--- src/hw/rtl/wss_pkg.sv ---
package wss_pkg;

  localparam int MAX_ENTRIES = 64;
  localparam int IDX_W       = $clog2(MAX_ENTRIES);
  localparam int CNT_W       = $clog2(MAX_ENTRIES + 1);
  localparam int KEY_W       = 15;
  localparam int ENTRY_W     = 6;

  localparam logic [1:0] CMD_LOAD     = 2'd0;
  localparam logic [1:0] CMD_OVERRIDE = 2'd1;
  localparam logic [1:0] CMD_TICK     = 2'd2;

  localparam logic [2:0] ST_HOLD     = 3'd0;
  localparam logic [2:0] ST_TRANS    = 3'd1;
  localparam logic [2:0] ST_RELOC    = 3'd2;
  localparam logic [2:0] ST_CLK_INV  = 3'd3;
  localparam logic [2:0] ST_ACCEPTED = 3'd4;

  localparam logic [2:0] DAY_SUNDAY = 3'd7;
  localparam logic [3:0] DAY_WRAP   = 4'd8;

  typedef struct packed {
    logic [2:0]        day;
    logic [4:0]        hour;
    logic [5:0]        minute;
    logic signed [7:0] value;
  } wss_entry_t;

  typedef logic [KEY_W-1:0] wss_key_t;

  typedef struct packed {
    logic             we;
    logic [IDX_W-1:0] waddr;
    wss_entry_t       wdata;
    logic             re;
    logic [IDX_W-1:0] raddr;
  } wss_ram_req_t;

  typedef struct packed {
    logic [2:0]         status;
    logic signed [7:0]  setpoint;
    logic               setpoint_valid;
    logic               from_override;
    logic [ENTRY_W-1:0] current_entry;
  } wss_res_t;

  // Ordering key: day (4 bits), hour, minute.
  function automatic wss_key_t entry_key(wss_entry_t e);
    return {1'b0, e.day, e.hour, e.minute};
  endfunction

endpackage

--- src/hw/rtl/wss_in_if.sv ---
interface wss_in_if;
  logic              valid;
  logic              ready;
  logic [1:0]        cmd;
  logic [5:0]        entry_index;
  logic [2:0]        day;
  logic [4:0]        hour;
  logic [5:0]        minute;
  logic signed [7:0] value;
  logic              clock_valid;

  modport source (output valid, cmd, entry_index, day, hour, minute, value, clock_valid,
                  input ready);
  modport sink (input valid, cmd, entry_index, day, hour, minute, value, clock_valid,
                output ready);
  modport monitor (input valid, ready, cmd, entry_index, day, hour, minute, value,
                   clock_valid);
endinterface

--- src/hw/rtl/wss_out_if.sv ---
interface wss_out_if;
  logic              valid;
  logic              ready;
  logic [2:0]        status;
  logic signed [7:0] setpoint;
  logic              setpoint_valid;
  logic              from_override;
  logic [5:0]        current_entry;

  modport source (output valid, status, setpoint, setpoint_valid, from_override,
                  current_entry, input ready);
  modport sink (input valid, status, setpoint, setpoint_valid, from_override,
                current_entry, output ready);
  modport monitor (input valid, ready, status, setpoint, setpoint_valid, from_override,
                   current_entry);
endinterface

--- src/hw/rtl/weekly_setpoint_scheduler.sv ---
// Channel   Dir  Handshake        Carries
// in_if     in   valid / ready    request: cmd, entry_index, day, hour, minute, value,
//                                 clock_valid
// out_if    out  valid / ready    result: status, setpoint, setpoint_valid,
//                                 from_override, current_entry
// cfg       in   cfg_we           entry_count (cfg_wdata), no read-back
//
// Load, override, unused command and invalid-clock requests go from accept straight
// to the result state (S_DONE). A valid tick reads the current and next entries
// and, when the table is searched, examines one entry per cycle up to the clamped count (at most 64).
// Reset (rst_n low, synchronous) clears the position and the override and sets the
// count to 1; the table itself holds garbage until loaded.
// A result held in the output register lets the next request in; its own result
// then waits in the sequencer until the output register drains.
module weekly_setpoint_scheduler (
  input  logic       clk,
  input  logic       rst_n,
  wss_in_if.sink     in_if,
  wss_out_if.source  out_if,
  input  logic       cfg_we,
  input  logic [6:0] cfg_wdata
);
  import wss_pkg::*;

  wss_ram_req_t ram_req;
  wss_entry_t   ram_rdata;
  logic         res_valid;
  wss_res_t     res;
  logic         res_take;

  logic         out_valid_r, out_valid_nxt;
  wss_res_t     out_res_r;

  // Schedule table: one write and one registered read per cycle.
  wss_ram u_ram (
    .clk     (clk),
    .req     (ram_req),
    .rd_data (ram_rdata)
  );

  // Sequencer: decode the request, read-modify the position and override state,
  // search the table when the tick lands outside the current window.
  wss_ctrl u_ctrl (
    .clk       (clk),
    .rst_n     (rst_n),
    .in_if     (in_if),
    .cfg_we    (cfg_we),
    .cfg_wdata (cfg_wdata),
    .ram_req   (ram_req),
    .ram_rdata (ram_rdata),
    .res_valid (res_valid),
    .res       (res),
    .res_take  (res_take)
  );

  // Hand the result over when the output register is empty or draining now.
  assign res_take = res_valid && (!out_valid_r || out_if.ready);

  always_comb begin
    out_valid_nxt = out_valid_r;
    if (res_take) begin
      out_valid_nxt = 1'b1;
    end else if (out_if.ready) begin
      out_valid_nxt = 1'b0;
    end
  end

  always_ff @(posedge clk) begin
    if (!rst_n) begin
      out_valid_r <= 1'b0;
    end else begin
      out_valid_r <= out_valid_nxt;
    end
  end

  // Payload: hold while stalled, load on handover.
  always_ff @(posedge clk) begin
    if (res_take) begin
      out_res_r <= res;
    end
  end

  assign out_if.valid          = out_valid_r;
  assign out_if.status         = out_res_r.status;
  assign out_if.setpoint       = out_res_r.setpoint;
  assign out_if.setpoint_valid = out_res_r.setpoint_valid;
  assign out_if.from_override  = out_res_r.from_override;
  assign out_if.current_entry  = out_res_r.current_entry;
endmodule

--- src/hw/rtl/wss_ram.sv ---
module wss_ram (
  input  logic                  clk,
  input  wss_pkg::wss_ram_req_t req,
  output wss_pkg::wss_entry_t   rd_data
);
  import wss_pkg::*;

  wss_entry_t mem_r [MAX_ENTRIES];
  wss_entry_t rd_data_r;

  // One write port, one registered read port.
  always_ff @(posedge clk) begin
    if (req.we) begin
      mem_r[req.waddr] <= req.wdata;
    end
    if (req.re) begin
      rd_data_r <= mem_r[req.raddr];
    end
  end

  assign rd_data = rd_data_r;
endmodule

--- src/hw/rtl/wss_ctrl.sv ---
module wss_ctrl (
  input  logic                  clk,
  input  logic                  rst_n,
  wss_in_if.sink                in_if,
  input  logic                  cfg_we,
  input  logic [6:0]            cfg_wdata,
  output wss_pkg::wss_ram_req_t ram_req,
  input  wss_pkg::wss_entry_t   ram_rdata,
  output logic                  res_valid,
  output wss_pkg::wss_res_t     res,
  input  logic                  res_take
);
  import wss_pkg::*;

  localparam logic [2:0] S_IDLE   = 3'd0;
  localparam logic [2:0] S_RD_CUR = 3'd1;
  localparam logic [2:0] S_RD_NXT = 3'd2;
  localparam logic [2:0] S_SEARCH = 3'd3;
  localparam logic [2:0] S_DONE   = 3'd4;

  logic [2:0]        state_r, state_nxt;
  logic [CNT_W-1:0]  entry_count_r;
  logic [IDX_W-1:0]  cur_idx_r, cur_idx_nxt;
  logic              ovr_act_r, ovr_act_nxt;
  logic signed [7:0] ovr_sp_r, ovr_sp_nxt;

  wss_key_t          tick_r, tick_nxt;
  logic [IDX_W-1:0]  cur_r, cur_nxt;
  logic [IDX_W-1:0]  nxt_r, nxt_nxt;
  logic              wrap_r, wrap_nxt;
  logic [IDX_W-1:0]  srch_r, srch_nxt;
  wss_key_t          cur_key_r, cur_key_nxt;
  logic signed [7:0] cur_val_r, cur_val_nxt;
  wss_res_t          res_r, res_nxt;

  logic [CNT_W-1:0]  n_eff;
  logic [IDX_W-1:0]  n_last;
  logic [IDX_W-1:0]  cur_eff;
  logic [CNT_W-1:0]  cur_inc;
  logic [CNT_W-1:0]  srch_inc;
  logic [2:0]        tick_day;
  wss_key_t          tick_in;
  wss_key_t          nkey;
  wss_key_t          rkey;
  logic              in_acc;
  logic              hold;

  // Clamp the count to 1..MAX_ENTRIES.
  always_comb begin
    if (entry_count_r == '0) begin
      n_eff = CNT_W'(1);
    end else if (entry_count_r > CNT_W'(MAX_ENTRIES)) begin
      n_eff = CNT_W'(MAX_ENTRIES);
    end else begin
      n_eff = entry_count_r;
    end
  end

  assign n_last   = IDX_W'(n_eff - CNT_W'(1));
  assign cur_eff  = ({1'b0, cur_idx_r} >= n_eff) ? '0 : cur_idx_r;
  assign cur_inc  = {1'b0, cur_eff} + CNT_W'(1);
  assign srch_inc = {1'b0, srch_r} + CNT_W'(1);
  assign tick_day = (in_if.day == 3'd0) ? DAY_SUNDAY : in_if.day;
  assign tick_in  = {1'b0, tick_day, in_if.hour, in_if.minute};
  assign nkey     = wrap_r ? {DAY_WRAP, ram_rdata.hour, ram_rdata.minute}
                           : entry_key(ram_rdata);
  assign rkey     = entry_key(ram_rdata);
  assign hold     = (tick_r == cur_key_r) || ((tick_r > cur_key_r) && (tick_r < nkey));

  assign in_if.ready = (state_r == S_IDLE);
  assign in_acc      = in_if.valid && in_if.ready;
  assign res_valid   = (state_r == S_DONE);
  assign res         = res_r;

  always_comb begin
    state_nxt   = state_r;
    cur_idx_nxt = cur_idx_r;
    ovr_act_nxt = ovr_act_r;
    ovr_sp_nxt  = ovr_sp_r;
    tick_nxt    = tick_r;
    cur_nxt     = cur_r;
    nxt_nxt     = nxt_r;
    wrap_nxt    = wrap_r;
    srch_nxt    = srch_r;
    cur_key_nxt = cur_key_r;
    cur_val_nxt = cur_val_r;
    res_nxt     = res_r;

    ram_req.we    = 1'b0;
    ram_req.waddr = in_if.entry_index[IDX_W-1:0];
    ram_req.wdata = '{day: in_if.day, hour: in_if.hour, minute: in_if.minute,
                      value: in_if.value};
    ram_req.re    = 1'b0;
    ram_req.raddr = cur_eff;

    unique case (state_r)
      S_IDLE: begin
        if (in_acc) begin
          res_nxt.status         = ST_HOLD;
          res_nxt.setpoint       = '0;
          res_nxt.setpoint_valid = 1'b0;
          res_nxt.from_override  = 1'b0;
          res_nxt.current_entry  = ENTRY_W'(cur_idx_r);
          state_nxt              = S_DONE;
          case (in_if.cmd)
            CMD_LOAD: begin
              ram_req.we            = ({1'b0, in_if.entry_index} < CNT_W'(MAX_ENTRIES));
              cur_idx_nxt           = '0;
              res_nxt.status        = ST_ACCEPTED;
              res_nxt.current_entry = '0;
            end
            CMD_OVERRIDE: begin
              ovr_act_nxt    = 1'b1;
              ovr_sp_nxt     = in_if.value;
              res_nxt.status = ST_ACCEPTED;
            end
            CMD_TICK: begin
              if (!in_if.clock_valid) begin
                res_nxt.status = ST_CLK_INV;
              end else begin
                // Fetch the current entry; the next one follows.
                ram_req.re = 1'b1;
                tick_nxt   = tick_in;
                cur_nxt    = cur_eff;
                wrap_nxt   = !(cur_inc < n_eff);
                nxt_nxt    = (cur_inc < n_eff) ? cur_inc[IDX_W-1:0] : '0;
                state_nxt  = S_RD_CUR;
              end
            end
            default: begin
            end
          endcase
        end
      end

      S_RD_CUR: begin
        cur_key_nxt   = rkey;
        cur_val_nxt   = ram_rdata.value;
        ram_req.re    = 1'b1;
        ram_req.raddr = nxt_r;
        state_nxt     = S_RD_NXT;
      end

      S_RD_NXT: begin
        state_nxt = S_DONE;
        if (hold) begin
          cur_idx_nxt            = cur_r;
          res_nxt.status         = ST_HOLD;
          res_nxt.setpoint_valid = 1'b1;
          res_nxt.from_override  = ovr_act_r;
          res_nxt.setpoint       = ovr_act_r ? ovr_sp_r : cur_val_r;
          res_nxt.current_entry  = ENTRY_W'(cur_r);
        end else if (tick_r == nkey) begin
          cur_idx_nxt            = nxt_r;
          ovr_act_nxt            = 1'b0;
          ovr_sp_nxt             = '0;
          res_nxt.status         = ST_TRANS;
          res_nxt.setpoint_valid = 1'b1;
          res_nxt.from_override  = 1'b0;
          res_nxt.setpoint       = ram_rdata.value;
          res_nxt.current_entry  = ENTRY_W'(nxt_r);
        end else begin
          // Walk the table from the first entry.
          ram_req.re    = 1'b1;
          ram_req.raddr = '0;
          srch_nxt      = '0;
          state_nxt     = S_SEARCH;
        end
      end

      S_SEARCH: begin
        if ((rkey >= tick_r) || (srch_inc == n_eff)) begin
          if ((rkey >= tick_r) && (srch_r != '0)) begin
            cur_idx_nxt = srch_r - IDX_W'(1);
          end else begin
            cur_idx_nxt = n_last;
          end
          res_nxt.status         = ST_RELOC;
          res_nxt.setpoint       = '0;
          res_nxt.setpoint_valid = 1'b0;
          res_nxt.from_override  = 1'b0;
          res_nxt.current_entry  = ENTRY_W'(cur_idx_nxt);
          state_nxt              = S_DONE;
        end else begin
          ram_req.re    = 1'b1;
          ram_req.raddr = srch_inc[IDX_W-1:0];
          srch_nxt      = srch_inc[IDX_W-1:0];
        end
      end

      S_DONE: begin
        if (res_take) begin
          state_nxt = S_IDLE;
        end
      end

      default: begin
        state_nxt = S_IDLE;
      end
    endcase
  end

  always_ff @(posedge clk) begin
    if (!rst_n) begin
      state_r       <= S_IDLE;
      entry_count_r <= CNT_W'(1);
      cur_idx_r     <= '0;
      ovr_act_r     <= 1'b0;
      ovr_sp_r      <= '0;
    end else begin
      state_r   <= state_nxt;
      cur_idx_r <= cur_idx_nxt;
      ovr_act_r <= ovr_act_nxt;
      ovr_sp_r  <= ovr_sp_nxt;
      if (cfg_we) begin
        entry_count_r <= cfg_wdata[CNT_W-1:0];
      end
    end
  end

  always_ff @(posedge clk) begin
    tick_r    <= tick_nxt;
    cur_r     <= cur_nxt;
    nxt_r     <= nxt_nxt;
    wrap_r    <= wrap_nxt;
    srch_r    <= srch_nxt;
    cur_key_r <= cur_key_nxt;
    cur_val_r <= cur_val_nxt;
    res_r     <= res_nxt;
  end
endmodule

--- src/flat_wrapper.sv ---
// flat-port wrapper written by rule: the top's interface ports become plain ports
module weekly_setpoint_scheduler_flat import wss_pkg::*;
  (clk, rst_n, cfg_we, cfg_wdata, in_if_valid, in_if_cmd, in_if_entry_index, in_if_day, in_if_hour, in_if_minute, in_if_value, in_if_clock_valid, in_if_ready, out_if_valid, out_if_status, out_if_setpoint, out_if_setpoint_valid, out_if_from_override, out_if_current_entry, out_if_ready);
  wss_in_if in_if_i ();
  wss_out_if out_if_i ();
  input  logic clk;
  input  logic rst_n;
  input  logic cfg_we;
  input  logic [6:0] cfg_wdata;
  input wire logic [$bits(in_if_i.valid)-1:0] in_if_valid;
  input wire logic [$bits(in_if_i.cmd)-1:0] in_if_cmd;
  input wire logic [$bits(in_if_i.entry_index)-1:0] in_if_entry_index;
  input wire logic [$bits(in_if_i.day)-1:0] in_if_day;
  input wire logic [$bits(in_if_i.hour)-1:0] in_if_hour;
  input wire logic [$bits(in_if_i.minute)-1:0] in_if_minute;
  input wire logic [$bits(in_if_i.value)-1:0] in_if_value;
  input wire logic [$bits(in_if_i.clock_valid)-1:0] in_if_clock_valid;
  output wire logic [$bits(in_if_i.ready)-1:0] in_if_ready;
  output wire logic [$bits(out_if_i.valid)-1:0] out_if_valid;
  output wire logic [$bits(out_if_i.status)-1:0] out_if_status;
  output wire logic [$bits(out_if_i.setpoint)-1:0] out_if_setpoint;
  output wire logic [$bits(out_if_i.setpoint_valid)-1:0] out_if_setpoint_valid;
  output wire logic [$bits(out_if_i.from_override)-1:0] out_if_from_override;
  output wire logic [$bits(out_if_i.current_entry)-1:0] out_if_current_entry;
  input wire logic [$bits(out_if_i.ready)-1:0] out_if_ready;
  assign in_if_i.valid = in_if_valid;
  assign in_if_i.cmd = in_if_cmd;
  assign in_if_i.entry_index = in_if_entry_index;
  assign in_if_i.day = in_if_day;
  assign in_if_i.hour = in_if_hour;
  assign in_if_i.minute = in_if_minute;
  assign in_if_i.value = in_if_value;
  assign in_if_i.clock_valid = in_if_clock_valid;
  assign in_if_ready = in_if_i.ready;
  assign out_if_valid = out_if_i.valid;
  assign out_if_status = out_if_i.status;
  assign out_if_setpoint = out_if_i.setpoint;
  assign out_if_setpoint_valid = out_if_i.setpoint_valid;
  assign out_if_from_override = out_if_i.from_override;
  assign out_if_current_entry = out_if_i.current_entry;
  assign out_if_i.ready = out_if_ready;
  weekly_setpoint_scheduler u_core (.clk(clk), .rst_n(rst_n), .in_if(in_if_i), .out_if(out_if_i), .cfg_we(cfg_we), .cfg_wdata(cfg_wdata));
endmodule
--- config.mk ---
export PLATFORM = sky130hd
export DESIGN_NAME = weekly_setpoint_scheduler_flat
export DESIGN_NICKNAME = d
export VERILOG_FILES = /design/src/hw/rtl/wss_pkg.sv /design/src/hw/rtl/wss_in_if.sv /design/src/hw/rtl/wss_out_if.sv /design/src/hw/rtl/weekly_setpoint_scheduler.sv /design/src/hw/rtl/wss_ram.sv /design/src/hw/rtl/wss_ctrl.sv /design/src/flat_wrapper.sv
export SDC_FILE = /design/constraint.sdc
export NUM_CORES = 2
export LEC_CHECK = 0
export BUFFER_PORTS_ARGS = -buffer_cell sky130_fd_sc_hd__buf_2
export CORE_UTILIZATION = 55
export CTS_BUF_LIST = sky130_fd_sc_hd__clkbuf_8
export DETAILED_ROUTE_END_ITERATION = 7
export PLACE_DENSITY_LB_ADDON = 0.1
export SLEW_MARGIN = 20
export SYNTH_ARGS = -nofsm -noshare
export SYNTH_HDL_FRONTEND = slang
export SYNTH_SLANG_ARGS = --single-unit
--- constraint.sdc ---
create_clock -name clk -period 5.1 [get_ports clk]
set_input_delay 0.765 -clock clk [delete_from_list [all_inputs] [get_ports clk]]
set_output_delay 0.765 -clock clk [all_outputs]
set_load 0.1 [all_outputs]
==> results.json <==
{
  "status": "completed",
  "cts_max_path_buffers": 3,
  "synth_seq_area_share": 0.7363,
  "yosysWarnings": 0,
  "syn_to_final_growth_pct": 12.69,
  "coreArea_um2": 112800,
  "die_w_um": 340.0,
  "synth_cells": 4521,
  "min_period_over_period": 0.9782,
  "worstMarginPinSlew_ps": 1155,
  "fmax_mhz": 200.4,
  "synth_common_cells": "edfxtp_1, nand2_1, nand3_1",
  "synth_mux_area_frac": 0.03872,
  "tns_ps": 0,
  "clock_skew_ps": 66.16,
  "synth_area_leaders": "edfxtp_1, nand2_1, nand3_1",
  "dpl-instance-area_um2": 66430,
  "grt_pass1_wl_mm": 257.3,
  "drive_above_1_share": 0.1482,
  "place_hpwl_mm": 107.6,
  "worstHoldPathType": "primary input to register",
  "max-slew-margin-rel": 0.2275,
  "drc": 0,
  "arrival_ps": 5600,
  "drv_slew": 0,
  "ys_ff_latch": 1549,
  "yosysMostFrequentCell": "edfxtp_1",
  "vdd_drop_max_v": 0.0002339,
  "start_util": 0.5569,
  "synth_xor_xnor_area_share": 0.002032,
  "drtAntennaViolNets": 0,
  "layout.nets": 4938,
  "critPathKind": "register to register",
  "leakagePower_nw": 24.65,
  "portBuffers": 63,
  "htreeDepth": 4,
  "fin_area_um2": 70790,
  "synth_compound_area_frac": 0.05497,
  "async_flop_share": 0,
  "final-setup-viol-count": 0,
  "synth-edff-count": 1523,
  "synth_cell_types": 75,
  "end_kind": "register",
  "cp_data_required_time_ps": 5710,
  "hold_viol": 0,
  "cts_tree": "built",
  "cts-root-buf": "clkbuf_8",
  "pre_cts_ws_ps": 5.541,
  "utilization": 0.6276,
  "io_pins": 64,
  "numCtsBuffers": 240,
  "rsz0062_at_grt": "no",
  "rows": 123,
  "antenna_found_initial": 8,
  "synth_top_family_by_area": "simple AND/OR/NAND/NOR gates",
  "stdcell_count": 6539,
  "routabilityCongestion": 0.9429,
  "drt_iter0_drc": 5801,
  "placedCellCount": 6088,
  "drv_cap": 0,
  "startpoint_type": "register",
  "synth-simple-area-share": 0.1305,
  "first_pass_iters": 6,
  "avgRoutedWirePerCell_um": 27.24,
  "clk_pin_slew_ps": 70,
  "grt_usage": 0.3071,
  "num-fill-cells": 8547,
  "worst_slack_ps": 111.1,
  "grt_max_degree": 103,
  "viasPerCell": 6.082,
  "critical_path.startpoint": "u_core.u_ram.rd_data[16]",
  "overflow": 0,
  "num_vias": 39770,
  "cts.sinks": 1549,
  "synth_fp_nets": 4622,
  "synth_top_area_share": 0.7280,
  "rr_startpoint": "u_core.u_ram.rd_data[16]",
  "critPathMaxFanout": 56,
  "synth_ff_type": "edfxtp_1",
  "min_period_ps": 4989,
  "grt_pass1_vias": 37230,
  "syn_avg_cell_area_um2": 13.90,
  "yosys.area.top_type": "edfxtp_1",
  "powerDensity_nw_per_um2": 356.6,
  "die_h_um": 340.0,
  "synthAdderAreaFrac": 0.01155,
  "dieArea_um2": 115600,
  "worstSkewPairLatency_ps": 930,
  "drt-total-wl_mm": 178.1,
  "hold_start": "cfg_wdata[0]",
  "synth_area_um2": 62820,
  "rrSetupSlack_ps": 110
}
[metal layers]
| layer | track usage | wire length [µm] | up-vias | part of all wire |
|---|---|---|---|---|
| met5 | 0 | 25 | - | 0.00014 |
| met4 | 0.09281 | 4680 | 4 | 0.026 |
| met3 | 0.07378 | 20050 | 247 | 0.11 |
| met2 | 0.4416 | 78300 | 2134 | 0.44 |
| met1 | 0.4648 | 75070 | 19760 | 0.42 |
| li1 | - | - | 17630 | - |
[final timing paths]
kind / cells past startpoint / endpoint
setup reg to reg: 16 / u_core.u_ram.rd_data[17]
hold reg to reg: 0 / u_core.out_if.setpoint[7]
setup / recovery: 16 / u_core.u_ram.rd_data[17]
hold / removal: 3 / u_core.u_ctrl.entry_count_r[0]
[critical path, cell delays in order (launching register included)]
cell      delay [ps]
edfxtp_1         520
ha_1             340
o21ai_0          180
a21oi_1          100
a221o_1          300
a21oi_1          240
buf_4            230
nand2b_1         180
nand3_1          160
a32oi_4          290
buf_12           170
buf_12           130
buf_12           250
nand3_1          110
and3_1           210
a311oi_1         810
o311ai_1         340
[stage by stage]
stage                     power [mW]  hold WS (ps)
after global placement         16.15         401.2
after detailed placement       16.17         405.2
final                          25.24         93.65
after CTS                      25.34         37.28
after floorplan                15.36         400.3
after global routing           25.99         72.28
[kinds of logic after synthesis]
logic type                 count (synthesis)
buffers and inverters                    331
and+or+nand+nor                         1884
muxes                                    240
DFF                                     1549
adders and majority gates                 58
xor gates and xnor gates                  13
AOI/OAI and AO/OA                        446
[placed cells by master (no fill, tap or decap), types with 11 or more instances in the layout]
master	netlist	layout
a211o_1	21	21
a211oi_1	29	29
a21o_1	11	11
a21oi_1	85	83
a221o_1	24	24
a221oi_1	24	22
a311o_1	21	21
a311oi_1	46	45
a32oi_1	21	21
a41o_1	20	20
and3_1	45	45
buf_12	0	37
buf_2	98	63
buf_4	28	240
clkbuf_8	0	244
clkinv_1	1	78
clkinv_2	0	23
dfxtp_1	26	26
edfxtp_1	1523	1523
ha_1	58	58
inv_1	60	142
mux2_2	24	24
mux2i_1	216	216
nand2_1	1026	1026
nand3_1	572	572
nor2_1	148	76
nor2_2	0	68
nor3b_1	25	22
o211ai_1	27	27
o21ai_0	18	18
o22ai_1	23	23
o311ai_1	20	20
[state kept, by name, summed over array words and instances, names as in the netlist, 3 cells and up]
register / count
u_core.u_ram.mem_r: 1408
u_core.u_ram.rd_data: 22
u_core.u_ctrl.res: 19
u_core.u_ctrl.cur_key_r: 14
u_core.u_ctrl.tick_r: 14
u_core.out_if.setpoint: 8
u_core.u_ctrl.cur_val_r: 8
u_core.u_ctrl.ovr_sp_r: 8
u_core.u_ctrl.entry_count_r: 7
u_core.out_if.current_entry: 6
u_core.u_ctrl.cur_idx_r: 6
u_core.u_ctrl.cur_r: 6
u_core.u_ctrl.nxt_r: 6
u_core.u_ctrl.srch_r: 6
u_core.out_if.status: 3
u_core.u_ctrl.state_r: 3
[repair_timing]
| item | 4_1_cts | 5_1_grt |
|---|---|---|
| pin swaps | 1 | 3 |
| gates resized for setup | 0 | 5 |
| endpoints found under the hold margin | 2 | 0 |
| setup endpoints to repair | 1 | 7 |
| hold buffers | 2 | 0 |
| setup buffers | 2 | 3 |
[report_power, final]
| group | switching (mW) | internal (mW) |
|---|---|---|
| Combinational | 1.31 | 0.503 |
| Clock | 4.78 | 4.53 |
| Sequential | 0.0492 | 14.1 |
[final cells by class]
class / count / area, µm² / share of cell area
Antenna cell: 6 / 15.01 / 0.0002121
Clock buffer: 244 / 3358 / 0.04744
Clock inverter: 194 / 870.8 / 0.01230
Inverter: 62 / 232.7 / 0.003287
Multi-Input combinational cell: 2641 / 15280 / 0.2158
Sequential cell: 1549 / 46250 / 0.6534
Tap cell: 1500 / 1877 / 0.02651
Timing Repair Buffer: 343 / 2905 / 0.04104
(Power assumes the default switching activity.)
